===== src/rtl/srect_ram.sv =====
// generic single write, single read memory with registered read data
module srect_ram #(
   parameter int WIDTH = 8,
   parameter int DEPTH = 16
) (
   input  logic                     clock,
   input  logic                     wr_en,
   input  logic [$clog2(DEPTH)-1:0] wr_addr,
   input  logic [WIDTH-1:0]         wr_data,
   input  logic [$clog2(DEPTH)-1:0] rd_addr,
   output logic [WIDTH-1:0]         rd_data
);

   logic [WIDTH-1:0] mem_ff [DEPTH];
   logic [WIDTH-1:0] rd_data_ff;

   always_ff @(posedge clock) begin
      if (wr_en) begin
         mem_ff[wr_addr] <= wr_data;
      end
      rd_data_ff <= mem_ff[rd_addr];
   end

   assign rd_data = rd_data_ff;

endmodule


===== config.mk =====
export PLATFORM = sky130hd
export DESIGN_NAME = srect_ram
export DESIGN_NICKNAME = d
export VERILOG_FILES = /design/src/rtl/srect_ram.sv
export SDC_FILE = /design/constraint.sdc
export NUM_CORES = 1
export LEC_CHECK = 0
export ABC_AREA = 1
export BUFFER_PORTS_ARGS = -buffer_cell sky130_fd_sc_hd__buf_2
export CAP_MARGIN = 20
export CELL_PAD_IN_SITES_DETAIL_PLACEMENT = 2
export CELL_PAD_IN_SITES_GLOBAL_PLACEMENT = 2
export CORE_ASPECT_RATIO = 0.75
export CORE_MARGIN = 3
export CORE_UTILIZATION = 36
export CTS_CLUSTER_DIAMETER = 100
export DETAILED_ROUTE_END_ITERATION = 10
export GPL_TIMING_DRIVEN = 0
export PLACE_DENSITY_LB_ADDON = 0.1
export SKIP_LAST_GASP = 1
export SYNTH_ARGS = -nofsm -noshare
export SYNTH_HDL_FRONTEND = slang
export SYNTH_SLANG_ARGS = --single-unit

===== constraint.sdc =====
create_clock -name clock -period 1.1 [get_ports clock]
set_clock_uncertainty 0.1 [all_clocks]
set_input_delay 0.055 -clock clock [delete_from_list [all_inputs] [get_ports clock]]
set_output_delay 0.055 -clock clock [all_outputs]
set_load 0.1 [all_outputs]

==> out/results.txt <==
Peak supply drop - 1.13 mV
Final wirelength - 19300 microns
Hold Slack - -0.0105 ns
Die X - 152 microns
CP max stage delay - 0.76 ns
Switching Fraction - 25.0%
Buf/Inv on CP - 2
Worst Hold Class - input port to register
Largest area contributor in the synthesized netlist - edfxtp_1
Upper clock frequency limit - 806 MHz
Top-area cell type share of the netlist area - 66.7%
Vias per cell - 4.99
Crit path cell chain - buf_2 > inv_1 > nand2_1 > nor2_1
Clock network power share - 44.4%
Reg2reg end - rd_data[5]
Synth area leaders - edfxtp_1 (67%), nand2_1 (11%), nand3_1 (8.4%)
CP startpoint kind - input port
Die height - 116 microns
Vias in the first global route - 4526
Crit path to - mem_ff[9][5]
Power density cells - 1750 mW/mm^2
Mapped Cells - 551
Worst Path Required - 1.05 ns
Critical path class - input port to register
Status - finished, violations left
Max FO, Critical Path - 8
Effective utilization at floorplan - 37.3%
Cell Int Power - 9.73 mW
Setup ws final - -0.140 ns
Switching Power - 3.24 mW
Antenna violations before repair - 0
Slowest CP cell - nor2_1
Full die area - 0.0176 sq mm
Flop pwr share - 45.1%
Number of routed nets with antenna violations - 0
FP Rows - 39
Total congestion overflow - 0
Reg-to-reg slack, setup - -0.02 ns
Reg clk slew, reported paths - 0.06 ns
Synthesized flop and latch total - 136
CTS tree - yes
Top cells by count, synth - nand2_1 (173), edfxtp_1 (128), inv_1 (100), nand3_1 (97), nor2_1 (17)
Initial drt markers - 291
CP Capture Type - register
Mean Syn Cell Area - 10.5 sq um
Worst path depth - 4
DR WL/cell - 23.6 microns
Worst slew pin tran - 0.926 ns
CORE AREA - 0.0155 sq mm
Port bufs - 22
Pin count of the biggest net entering global routing - 17
EDFF count, synth - 128
Synth Flop Type - edfxtp_1
Failing checks - hold timing, setup timing
# DRC - 0
Final min period - 1.24 ns
Synth async-reset ratio - 0%
Vias - 4079
RSZ-0062 raised after global routing - yes
DPL Wire Length - 12300 microns
Drt pass-1 iters - 4
Final hold vios - 1
Tcrit/Tclk final - 113%
Layout area overhead - 28.7%
Yosys warnings - 0
CTS Buffer Depth - 2
CTS root buffer - clkbuf_16
CP Launch Point - wr_addr[1]
Leakage - 3.11 nW
CP top delay family - simple AND/OR/NAND/NOR gates
Sink Count - 136
Placer Congestion - 0.749
First-pass GRT wire length - 28700 microns
Synth unique cells - 12
Synth Net Count - 569
Clock latency on the worst-skew pair - 0.43 ns
Max-slew violation count - 0
Setup violators final - 28
Cell area after synthesis - 0.00577 sq mm
CP arrival - 1.19 ns
Nets@finish - 618
Seq/Total Area, Yosys - 69.4%
Max-Cap Viols - 0
Setup TNS - -2.06 ns
CTS Buf Count - 17
Top Ports - 26
Pwr Total - 13.0 mW
FF-to-FF path depth - 6
Most frequent cell after synthesis - nand2_1
GRT Overall Usage - 22.9%
FF-to-FF Start - mem_ff[0][5]
Combinational Power Share - 10.5%
Slew margin rel. - 38.1%
Layout cell share with drive strength beyond 1 - 31.9%
H-Tree Depth - 4
Ant diodes - 0
## power groups by stage
stage / Clock, mW / Combinational [mW] / Sequential (mW)
global placement: 0 / 1.04 / 5.93
global route: 6.02 / 1.46 / 5.87
floorplan: 0 / 0.409 / 6.17
detailed placement: 0 / 1.06 / 5.93
CTS: 5.84 / 1.28 / 5.85
finish: 5.76 / 1.36 / 5.86
## per-layer routing
layer,vias up,wire length [microns],global-route usage [%]
li1,1874,-,-
met1,2085,8980,31.6
met2,101,8980,37.0
met3,19,1070,5.19
met4,0,247,6.17
met5,-,0,0
## worst min-delay path by stage
stage                          start       endpoint  cells past startpoint
after detailed placement  wr_data[2]   mem_ff[3][2]                      1
after floorplan           wr_data[0]   mem_ff[0][0]                      0
after global placement    wr_data[2]   mem_ff[0][2]                      1
after global routing      wr_data[1]  mem_ff[13][1]                      1
after CTS                 wr_data[1]  mem_ff[13][1]                      1
final                     rd_addr[1]     rd_data[0]                      5
## placed cells by master, fill, tap and decap left out, types with 4 or more instances in the layout
master / n
dlygate4sd3_1: 8
clkinvlp_4: 4
nor2_2: 9
nand2_2: 27
inv_1: 94
buf_2: 27
nand2_1: 143
buf_12: 8
nand3_1: 35
edfxtp_1: 128
nor2_1: 4
buf_4: 4
nor2_4: 4
clkbuf_16: 17
buf_6: 6
inv_2: 8
nand3_2: 57
nand3_4: 5
dfxtp_2: 8
## logic make-up (layout without fill, tap and decap cells)
kind of cell           after synthesis  in the layout  share of synthesized area, %
and+or+nand+nor                    289            289                          21.0
DFF                                136            136                          69.4
buffers and inverters              126            187                          9.52
## sequential cells by signal (all words and copies together), names as in the netlist
| register | cells |
|---|---|
| rd_data | 8 |
| mem_ff | 128 |
## timing repair
| action | CTS | global route |
|---|---|---|
| pin swaps | 16 | 36 |
| gates resized for setup | 95 | 68 |
| setup buffers | 0 | 0 |
| hold endpoints to repair | 76 | 0 |
| setup endpoints to repair | 123 | 85 |
| hold buffers | 8 | 0 |
## metrics by stage
step / std cells / area (sq um) / utilization, % / setup slack [ns]
after floorplan: 551 / 5770 / - / -0.00584
after global placement: 778 / 6130 / 39.7 / -0.661
after detailed placement: 778 / 6130 / 39.7 / -0.713
after CTS: 817 / 7150 / 46.3 / -0.0937
after global routing: 817 / 7420 / 48.0 / -0.204
final: 817 / 7420 / 48.0 / -0.140
## area by class of cell
cell class / instances / area (sq um)
Buffer: 24 / 166
Clock buffer: 18 / 429
Clock inverter: 13 / 156
Fill cell: 1564 / 8050
Inverter: 102 / 383
Multi-Input combinational cell: 289 / 1700
Sequential cell: 136 / 4010
Tap cell: 205 / 256
Timing Repair Buffer: 30 / 310
## tightest hold or removal path, stage by stage
cell and delay, ns:
buf_2 0.14, nand3_1 0.10, nand3_2 0.08, nand3_2 0.07, nand2_2 0.04
No activity file was read; power rests on OpenSTA's default activity.
