--- src/rtl/srect_pkg.sv ---
// shared types, constants and helpers for the shelf rectangle allocator
package srect_pkg;

   localparam int MAX_SHELVES = 64;
   localparam int IDX_W       = $clog2(MAX_SHELVES);
   localparam int CNT_W       = $clog2(MAX_SHELVES + 1);
   localparam int DIM_W       = 13;
   localparam int FREE_W      = DIM_W + 1;
   localparam int MUL_W       = DIM_W + 4;
   localparam int GUTTER      = 2;
   localparam int FIT_NUM     = 10;
   localparam int FIT_DEN     = 7;
   localparam int ATLAS_RESET = 2048;
   localparam int CSR_IDX_W   = 1;

   localparam logic [CSR_IDX_W-1:0] CSR_ATLAS_WIDTH  = CSR_IDX_W'(0);
   localparam logic [CSR_IDX_W-1:0] CSR_ATLAS_HEIGHT = CSR_IDX_W'(1);

   typedef enum logic [0:0] {
      OP_ALLOC = 1'b0,
      OP_FREE  = 1'b1
   } op_type;

   typedef enum logic [1:0] {
      ST_DONE = 2'd0,
      ST_MISS = 2'd1,
      ST_FULL = 2'd2
   } status_type;

   typedef enum logic [2:0] {
      FSM_IDLE,
      FSM_SCAN,
      FSM_UPDATE,
      FSM_SPLIT,
      FSM_FINISH
   } fsm_type;

   typedef struct packed {
      op_type             operation;
      logic [DIM_W-1:0]   rect_left;
      logic [DIM_W-1:0]   rect_top;
      logic [DIM_W-1:0]   rect_width;
      logic [DIM_W-1:0]   rect_height;
   } req_type;

   typedef struct packed {
      status_type         status;
      logic [DIM_W-1:0]   placed_left;
      logic [DIM_W-1:0]   placed_top;
      logic [DIM_W-1:0]   placed_width;
      logic [DIM_W-1:0]   placed_height;
   } rsp_type;

   typedef struct packed {
      logic [DIM_W-1:0]          top;
      logic [DIM_W-1:0]          height;
      logic [DIM_W-1:0]          left;
      logic [DIM_W-1:0]          width;
      logic signed [FREE_W-1:0]  free;
   } shelf_type;

   typedef struct packed {
      logic alloc_fit;
      logic free_fit;
   } fit_type;

   function automatic logic [DIM_W-1:0] sat_dim(input logic [DIM_W:0] v);
      return v[DIM_W] ? '1 : v[DIM_W-1:0];
   endfunction

endpackage

--- src/rtl/srect_fit.sv ---
// compare unit: does one shelf entry take an allocate, or hold a freed rectangle
module srect_fit (
   input  srect_pkg::shelf_type entry,
   input  srect_pkg::req_type   req,
   output srect_pkg::fit_type   fit
);

   logic signed [srect_pkg::FREE_W-1:0] w_s;
   logic signed [srect_pkg::FREE_W-1:0] h_s;
   logic signed [srect_pkg::FREE_W-1:0] sh_m1;
   logic [srect_pkg::MUL_W-1:0]         h_scaled;
   logic [srect_pkg::MUL_W-1:0]         sh_scaled;
   logic [srect_pkg::DIM_W:0]           rect_right;
   logic [srect_pkg::DIM_W:0]           shelf_right;

   always_comb begin
      w_s   = $signed({1'b0, req.rect_width});
      h_s   = $signed({1'b0, req.rect_height});
      sh_m1 = $signed({1'b0, entry.height}) - srect_pkg::FREE_W'(1);
      // height ratio test: h*10 >= sh*7
      h_scaled  = srect_pkg::MUL_W'(req.rect_height) * srect_pkg::MUL_W'(srect_pkg::FIT_NUM);
      sh_scaled = srect_pkg::MUL_W'(entry.height) * srect_pkg::MUL_W'(srect_pkg::FIT_DEN);
      rect_right  = {1'b0, req.rect_left} + {1'b0, req.rect_width};
      shelf_right = {1'b0, entry.left} + {1'b0, entry.width};

      fit.alloc_fit = (entry.free > w_s) && (h_s < sh_m1) && (h_scaled >= sh_scaled);
      fit.free_fit  = (entry.top == req.rect_top) && (req.rect_left >= entry.left) &&
                      (rect_right <= shelf_right);
   end

endmodule

--- config.mk ---
export PLATFORM = sky130hd
export DESIGN_NAME = srect_fit
export DESIGN_NICKNAME = d
export VERILOG_FILES = /design/src/rtl/srect_pkg.sv /design/src/rtl/srect_fit.sv
export SDC_FILE = /design/constraint.sdc
export NUM_CORES = 1
export LEC_CHECK = 0
export ABC_CLOCK_PERIOD_IN_PS = 9000
export BUFFER_PORTS_ARGS = -buffer_cell sky130_fd_sc_hd__buf_2
export CAP_MARGIN = 20
export CORE_MARGIN = 3
export CORE_UTILIZATION = 55
export DETAILED_ROUTE_END_ITERATION = 10
export GPL_TIMING_DRIVEN = 1
export MAX_ROUTING_LAYER = met4
export PLACE_DENSITY = 0.89
export SYNTH_ARGS = -nofsm -noshare
export SYNTH_HDL_FRONTEND = slang
export SYNTH_SLANG_ARGS = --single-unit
--- constraint.sdc ---
create_clock -name vclk -period 9
set_input_delay 2.7 -clock vclk [all_inputs]
set_output_delay 2.7 -clock vclk [all_outputs]
set_load 0.05 [all_outputs]
==> results of run 1 <==
## critical path, stage by stage
cell and delay (ns):
buf_2 0.14, fa_1 0.58, ha_4 0.16, inv_1 0.05, fa_2 0.34, nor2b_1 0.16, o31ai_1 0.10, a21oi_1 0.27
a41oi_2 0.18, a21oi_2 0.19, xnor2_1 0.16, ha_1 0.28, a21o_1 0.16, a211oi_1 0.22, o31a_1 0.17, a21oi_1 0.07
buf_4 0.19
## cells in the mapped netlist (6+ instances only)
cell type | n | area [µm²]
o21a_1 | 13 | 97.6
xor2_1 | 22 | 193
a21oi_1 | 42 | 210
nor3_1 | 14 | 70.1
a21o_1 | 21 | 158
fa_1 | 16 | 320
nor2_1 | 29 | 109
and3_1 | 7 | 43.8
o21ai_0 | 22 | 110
a211oi_1 | 6 | 45.0
xnor2_1 | 41 | 359
nand3_1 | 14 | 70.1
nand4_1 | 11 | 68.8
nand2b_1 | 6 | 37.5
inv_1 | 59 | 221
nand2_1 | 23 | 86.3
ha_1 | 144 | 1800
o211ai_1 | 10 | 75.1
## power by group through the flow
stage	clock, mW	sequential [mW]	combinational [mW]
floorplan	0	0	0.330
global placement	0	0	0.431
detailed placement	0	0	0.459
CTS	0	0	0.462
global route	0.0000000298	0	0.533
finish	0.0000000298	0	0.470
## layout make-up
cell class	instances	share of cell area [%]
Antenna cell	2	0.0930
Inverter	59	4.12
Multi-Input combinational cell	501	81.9
Tap cell	102	2.37
Timing Repair Buffer	122	11.5
## kinds of logic after synthesis
| group | after synthesis |
|---|---|
| adder cells (fa/ha/maj) | 160 |
| XOR/XNOR | 63 |
| AO/OA/AOI/OAI | 157 |
| buffers and inverters | 59 |
| AND/OR/NAND/NOR | 121 |
## worst max-delay path by stage
stage,slack [ns],end,start,cells after the start
4_1_cts,0.08,fit[1],entry[40],17
3_5_place_dp,0.10,fit[1],entry[40],17
6_report,0.19,fit[1],entry[41],17
5_1_grt,-0.002,fit[1],entry[41],18
3_3_place_gp,0.16,fit[1],entry[40],17
2_1_floorplan,0.13,fit[0],entry[15],14
## metal layers
metal  routed length, µm  vias to the layer above  GRT usage [%]
li1                    -                     2307              -
met1                4950                     2096           29.1
met2                6160                      156           48.3
met3                 610                       32           1.36
met4                 283                        0           6.82
met5                   0                        -              -
## timing repair
| item | CTS | global route |
|---|---|---|
| hold endpoints to repair | 0 | 0 |
| setup buffers | 0 | 1 |
| gates resized for setup | 0 | 8 |
| setup endpoints to repair | 0 | 1 |
==> impl_metrics.env, run 1 <==
export IMPL_synth_cells=560
export IMPL_regArea_um2=0
export IMPL_final_cell_mix="ha_1 (143), buf_2 (119), inv_1 (59)"
export IMPL_drtIter0Drc=166
export IMPL_maxSlewHeadroom_pct=61.1
export IMPL_final_area_um2=5380
export IMPL_clkbuf_count=0
export IMPL_fillers=637
export IMPL_status="finished clean"
export IMPL_seq_cell_count=0
export IMPL_grt_pass1_vias=4883
export IMPL_place_ws_ns=0.105
export IMPL_crit_type="input port to output port"
export IMPL_track_usage_pct=25.6
export IMPL_hold_violations=0
export IMPL_synthAdderAreaFrac_pct=46.1
export IMPL_gr_total_overflow=0
export IMPL_end_kind="output port"
export IMPL_placed_cell_area_um2=5340
export IMPL_portBuffers=120
export IMPL_drv_cap=0
export IMPL_setup_ws_ns=0.189
export IMPL_dp_cells=783
export IMPL_share_comb_of_total_power_pct=100.0
export IMPL_cp_arrival_ns=6.11
export IMPL_die_x_um=97.5
export IMPL_ir_drop_mv=0.0432
export IMPL_core_area_um2=7930
export IMPL_synth_simple_area_share_pct=13.1
export IMPL_die_height_um=97.5
export IMPL_stdcell_count=786
export IMPL_finalCoreUtilization_pct=67.9
export IMPL_initial_core_util_pct=58.0
export IMPL_finalSetupViolCount=0
export IMPL_whs_path_depth=5
export IMPL_p_int_uw=215
export IMPL_critPathMaxFanout=4
export IMPL_gp_congestion=0.958
export IMPL_power_uw=470
export IMPL_period_share_pct=97.9
export IMPL_synthXorXnorAreaFrac_pct=12.0
export IMPL_ctsHoldBuffers=0
export IMPL_p_leak_nw=2.85
export IMPL_final_common_cell="ha_1"
export IMPL_antenna_found_initial=2
export IMPL_synth_top_family_by_area="adder cells"
export IMPL_ys_warn_count=0
export IMPL_yosysUniqueCellTypes=50
export IMPL_syn2layout_area_growth_pct=16.9
export IMPL_avgViaCountPerCell=5.84
export IMPL_cp_start_kind="input port"
export IMPL_io_pins=121
export IMPL_hold_path_class="input port to output port"
export IMPL_routedWlPerCell_um=15.3
export IMPL_grt_pass1_wl_um=20600
export IMPL_vias=4591
export IMPL_switchingPower_uw=255
export IMPL_synth_area_per_cell_um2=8.22
export IMPL_num_rows=32
export IMPL_p_sw_share_pct=54.3
export IMPL_required_ns=6.30
export IMPL_first_pass_iters=4
export IMPL_fp_dieArea_um2=9500
export IMPL_drc_errors=0
export IMPL_synth_compound_area_share_pct=24.0
export IMPL_tightest_slew_ns=0.569
export IMPL_p_seq_share_pct=0
export IMPL_cellPowerDensity_nw_per_um2=87.4
export IMPL_clock_fmax_mhz=114
export IMPL_synth_mux_area_share_pct=0
export IMPL_grt_start_max_net_pins=7
export IMPL_holdWs_ns=5.86
export IMPL_drive_gt1_share_pct=21.0
export IMPL_dpl_hpwl_um=11000
export IMPL_final_net_count=963
export IMPL_multi_input_area_um2=4410
export IMPL_ys_seq_area_share_pct=0
export IMPL_clock_power_share_pct=0
export IMPL_syn_area_um2=4600
export IMPL_drtAntennaViolNets=0
export IMPL_drt_wl_total_um=12000
export IMPL_hp_start="entry[13]"
export IMPL_drv_slew=0
export IMPL_timing_final_crit_period_ns=8.81
export IMPL_tns_ns=0
export IMPL_syn_nets=839
export IMPL_hold_path_endpoint="fit[1]"
Note: power is estimated with default switching activity, not from simulation.
==> run 2: changes to the inputs <==
--- a/config.mk
+++ b/config.mk
@@ -5,15 +5,16 @@
 export SDC_FILE = /design/constraint.sdc
 export NUM_CORES = 1
 export LEC_CHECK = 0
+export ABC_AREA = 0
 export ABC_CLOCK_PERIOD_IN_PS = 9000
 export BUFFER_PORTS_ARGS = -buffer_cell sky130_fd_sc_hd__buf_2
 export CAP_MARGIN = 20
 export CORE_MARGIN = 3
-export CORE_UTILIZATION = 55
+export CORE_UTILIZATION = 50
 export DETAILED_ROUTE_END_ITERATION = 10
 export GPL_TIMING_DRIVEN = 1
 export MAX_ROUTING_LAYER = met4
-export PLACE_DENSITY = 0.89
+export PLACE_DENSITY = 0.82
 export SYNTH_ARGS = -nofsm -noshare
 export SYNTH_HDL_FRONTEND = slang
 export SYNTH_SLANG_ARGS = --single-unit
==> impl_metrics.env, run 2 (synthesized netlist as in run 1, its figures left out) <==
export IMPL_grt_pass1_wl_um=19000
export IMPL_core_area_um2=8850
export IMPL_postCtsSetupRepairBufs=0
export IMPL_first_pass_iters=4
export IMPL_p_int_uw=213
export IMPL_tightest_slew_ns=0.644
export IMPL_grt_pass1_vias=4483
export IMPL_maxSlewHeadroom_pct=55.9
export IMPL_drive_gt1_share_pct=21.1
export IMPL_antenna_found_initial=2
export IMPL_die_x_um=102
export IMPL_hold_violations=0
export IMPL_dp_cells=790
export IMPL_status="finished clean"
export IMPL_fp_dieArea_um2=10400
export IMPL_end_kind="output port"
export IMPL_finalSetupViolCount=0
export IMPL_seq_cell_count=0
export IMPL_routedWlPerCell_um=15.0
export IMPL_vias=4484
export IMPL_critPathMaxFanout=5
export IMPL_drc_errors=0
export IMPL_drv_slew=0
export IMPL_cellPowerDensity_nw_per_um2=86.5
export IMPL_drtIter0Drc=135
export IMPL_final_net_count=963
export IMPL_die_height_um=102
export IMPL_stdcell_count=792
export IMPL_crit_type="input port to output port"
export IMPL_drv_cap=0
export IMPL_clock_fmax_mhz=113
export IMPL_place_ws_ns=0.119
export IMPL_crit_path_cell_trace="buf_2, fa_1, ha_2, inv_1, fa_2, nor2b_1, o31ai_1, a21oi_1, a41oi_2, a21oi_2, xnor2_1, ha_1, a21o_1, a211oi_1, o31a_1, a21oi_1, buf_4"
export IMPL_switchingPower_uw=252
export IMPL_period_share_pct=98.0
export IMPL_worst_path_max_delay_cell="fa_1"
export IMPL_p_sw_share_pct=54.2
export IMPL_final_cell_mix="ha_1 (143), buf_2 (119), inv_1 (59)"
export IMPL_critical_path_top_delay_family="adder cells"
export IMPL_syn2layout_area_growth_pct=16.9
export IMPL_grt_start_max_net_pins=7
export IMPL_power_uw=466
export IMPL_dpl_hpwl_um=10800
export IMPL_timing_final_crit_period_ns=8.82
export IMPL_final_common_cell="ha_1"
export IMPL_gp_congestion=0.879
export IMPL_io_pins=121
export IMPL_placed_cell_area_um2=5350
export IMPL_gr_total_overflow=0
export IMPL_ctsHoldBuffers=0
export IMPL_clkbuf_count=0
export IMPL_critPathBufInv=3
export IMPL_avgViaCountPerCell=5.66
export IMPL_clock_power_share_pct=0
export IMPL_drtAntennaViolNets=0
export IMPL_max_stage_delay_ns=0.55
export IMPL_share_comb_of_total_power_pct=100.0
export IMPL_ir_drop_mv=0.0394
export IMPL_hold_path_class="input port to output port"
export IMPL_portBuffers=120
export IMPL_num_rows=34
export IMPL_tns_ns=0
export IMPL_p_seq_share_pct=0
export IMPL_setup_ws_ns=0.181
export IMPL_regArea_um2=0
export IMPL_final_area_um2=5380
export IMPL_crit_top_cell="a21oi_1"
export IMPL_cp_start_kind="input port"
export IMPL_initial_core_util_pct=52.0
export IMPL_track_usage_pct=22.7
export IMPL_cts_repair_resized=0
export IMPL_p_leak_nw=2.85
export IMPL_cp_arrival_ns=6.12
export IMPL_drt_wl_total_um=11900
export IMPL_required_ns=6.30
run 2: layer usage:
layer	global-route usage [%]	vias up	routed length, µm
met2	44.8	95	6370
met4	2.32	0	116
met5	-	-	0
met1	25.8	2072	4910
met3	1.50	10	495
li1	-	2307	-
run 2: worst paths after layout:
kind | startpoint | end | cells past startpoint
worst min-delay path | entry[57] | fit[0] | 5
worst max-delay path | entry[40] | fit[1] | 17
run 2: stage by stage:
step | util (%) | hold slack [ns]
6_report | 60.8 | 5.87
5_1_grt | 60.8 | 5.88
4_1_cts | 60.5 | 5.87
3_5_place_dp | 60.5 | 5.87
3_3_place_gp | 60.5 | 5.87
2_1_floorplan | - | 5.68
run 2: final cells by class:
type                            count  area, µm²
Inverter                           59        221
Multi-Input combinational cell    501       4400
Fill cell                         778       3470
Tap cell                          108        135
Timing Repair Buffer              122        618
Antenna cell                        2       5.00
run 2: tightest hold or removal path: cells and delay by family:
kind / cells / cell delay (ns)
XOR/XNOR: 1 / 0.05
buffers and inverters: 2 / 0.28
AND/OR/NAND/NOR: 2 / 0.13
run 2: power groups by stage:
stage | registers (mW) | clock network [mW] | logic, mW
after floorplan | 0 | 0 | 0.330
after global placement | 0 | 0 | 0.434
after detailed placement | 0 | 0 | 0.457
after CTS | 0 | 0 | 0.460
after global routing | 0 | 0.0000000297 | 0.529
final | 0 | 0.0000000297 | 0.466
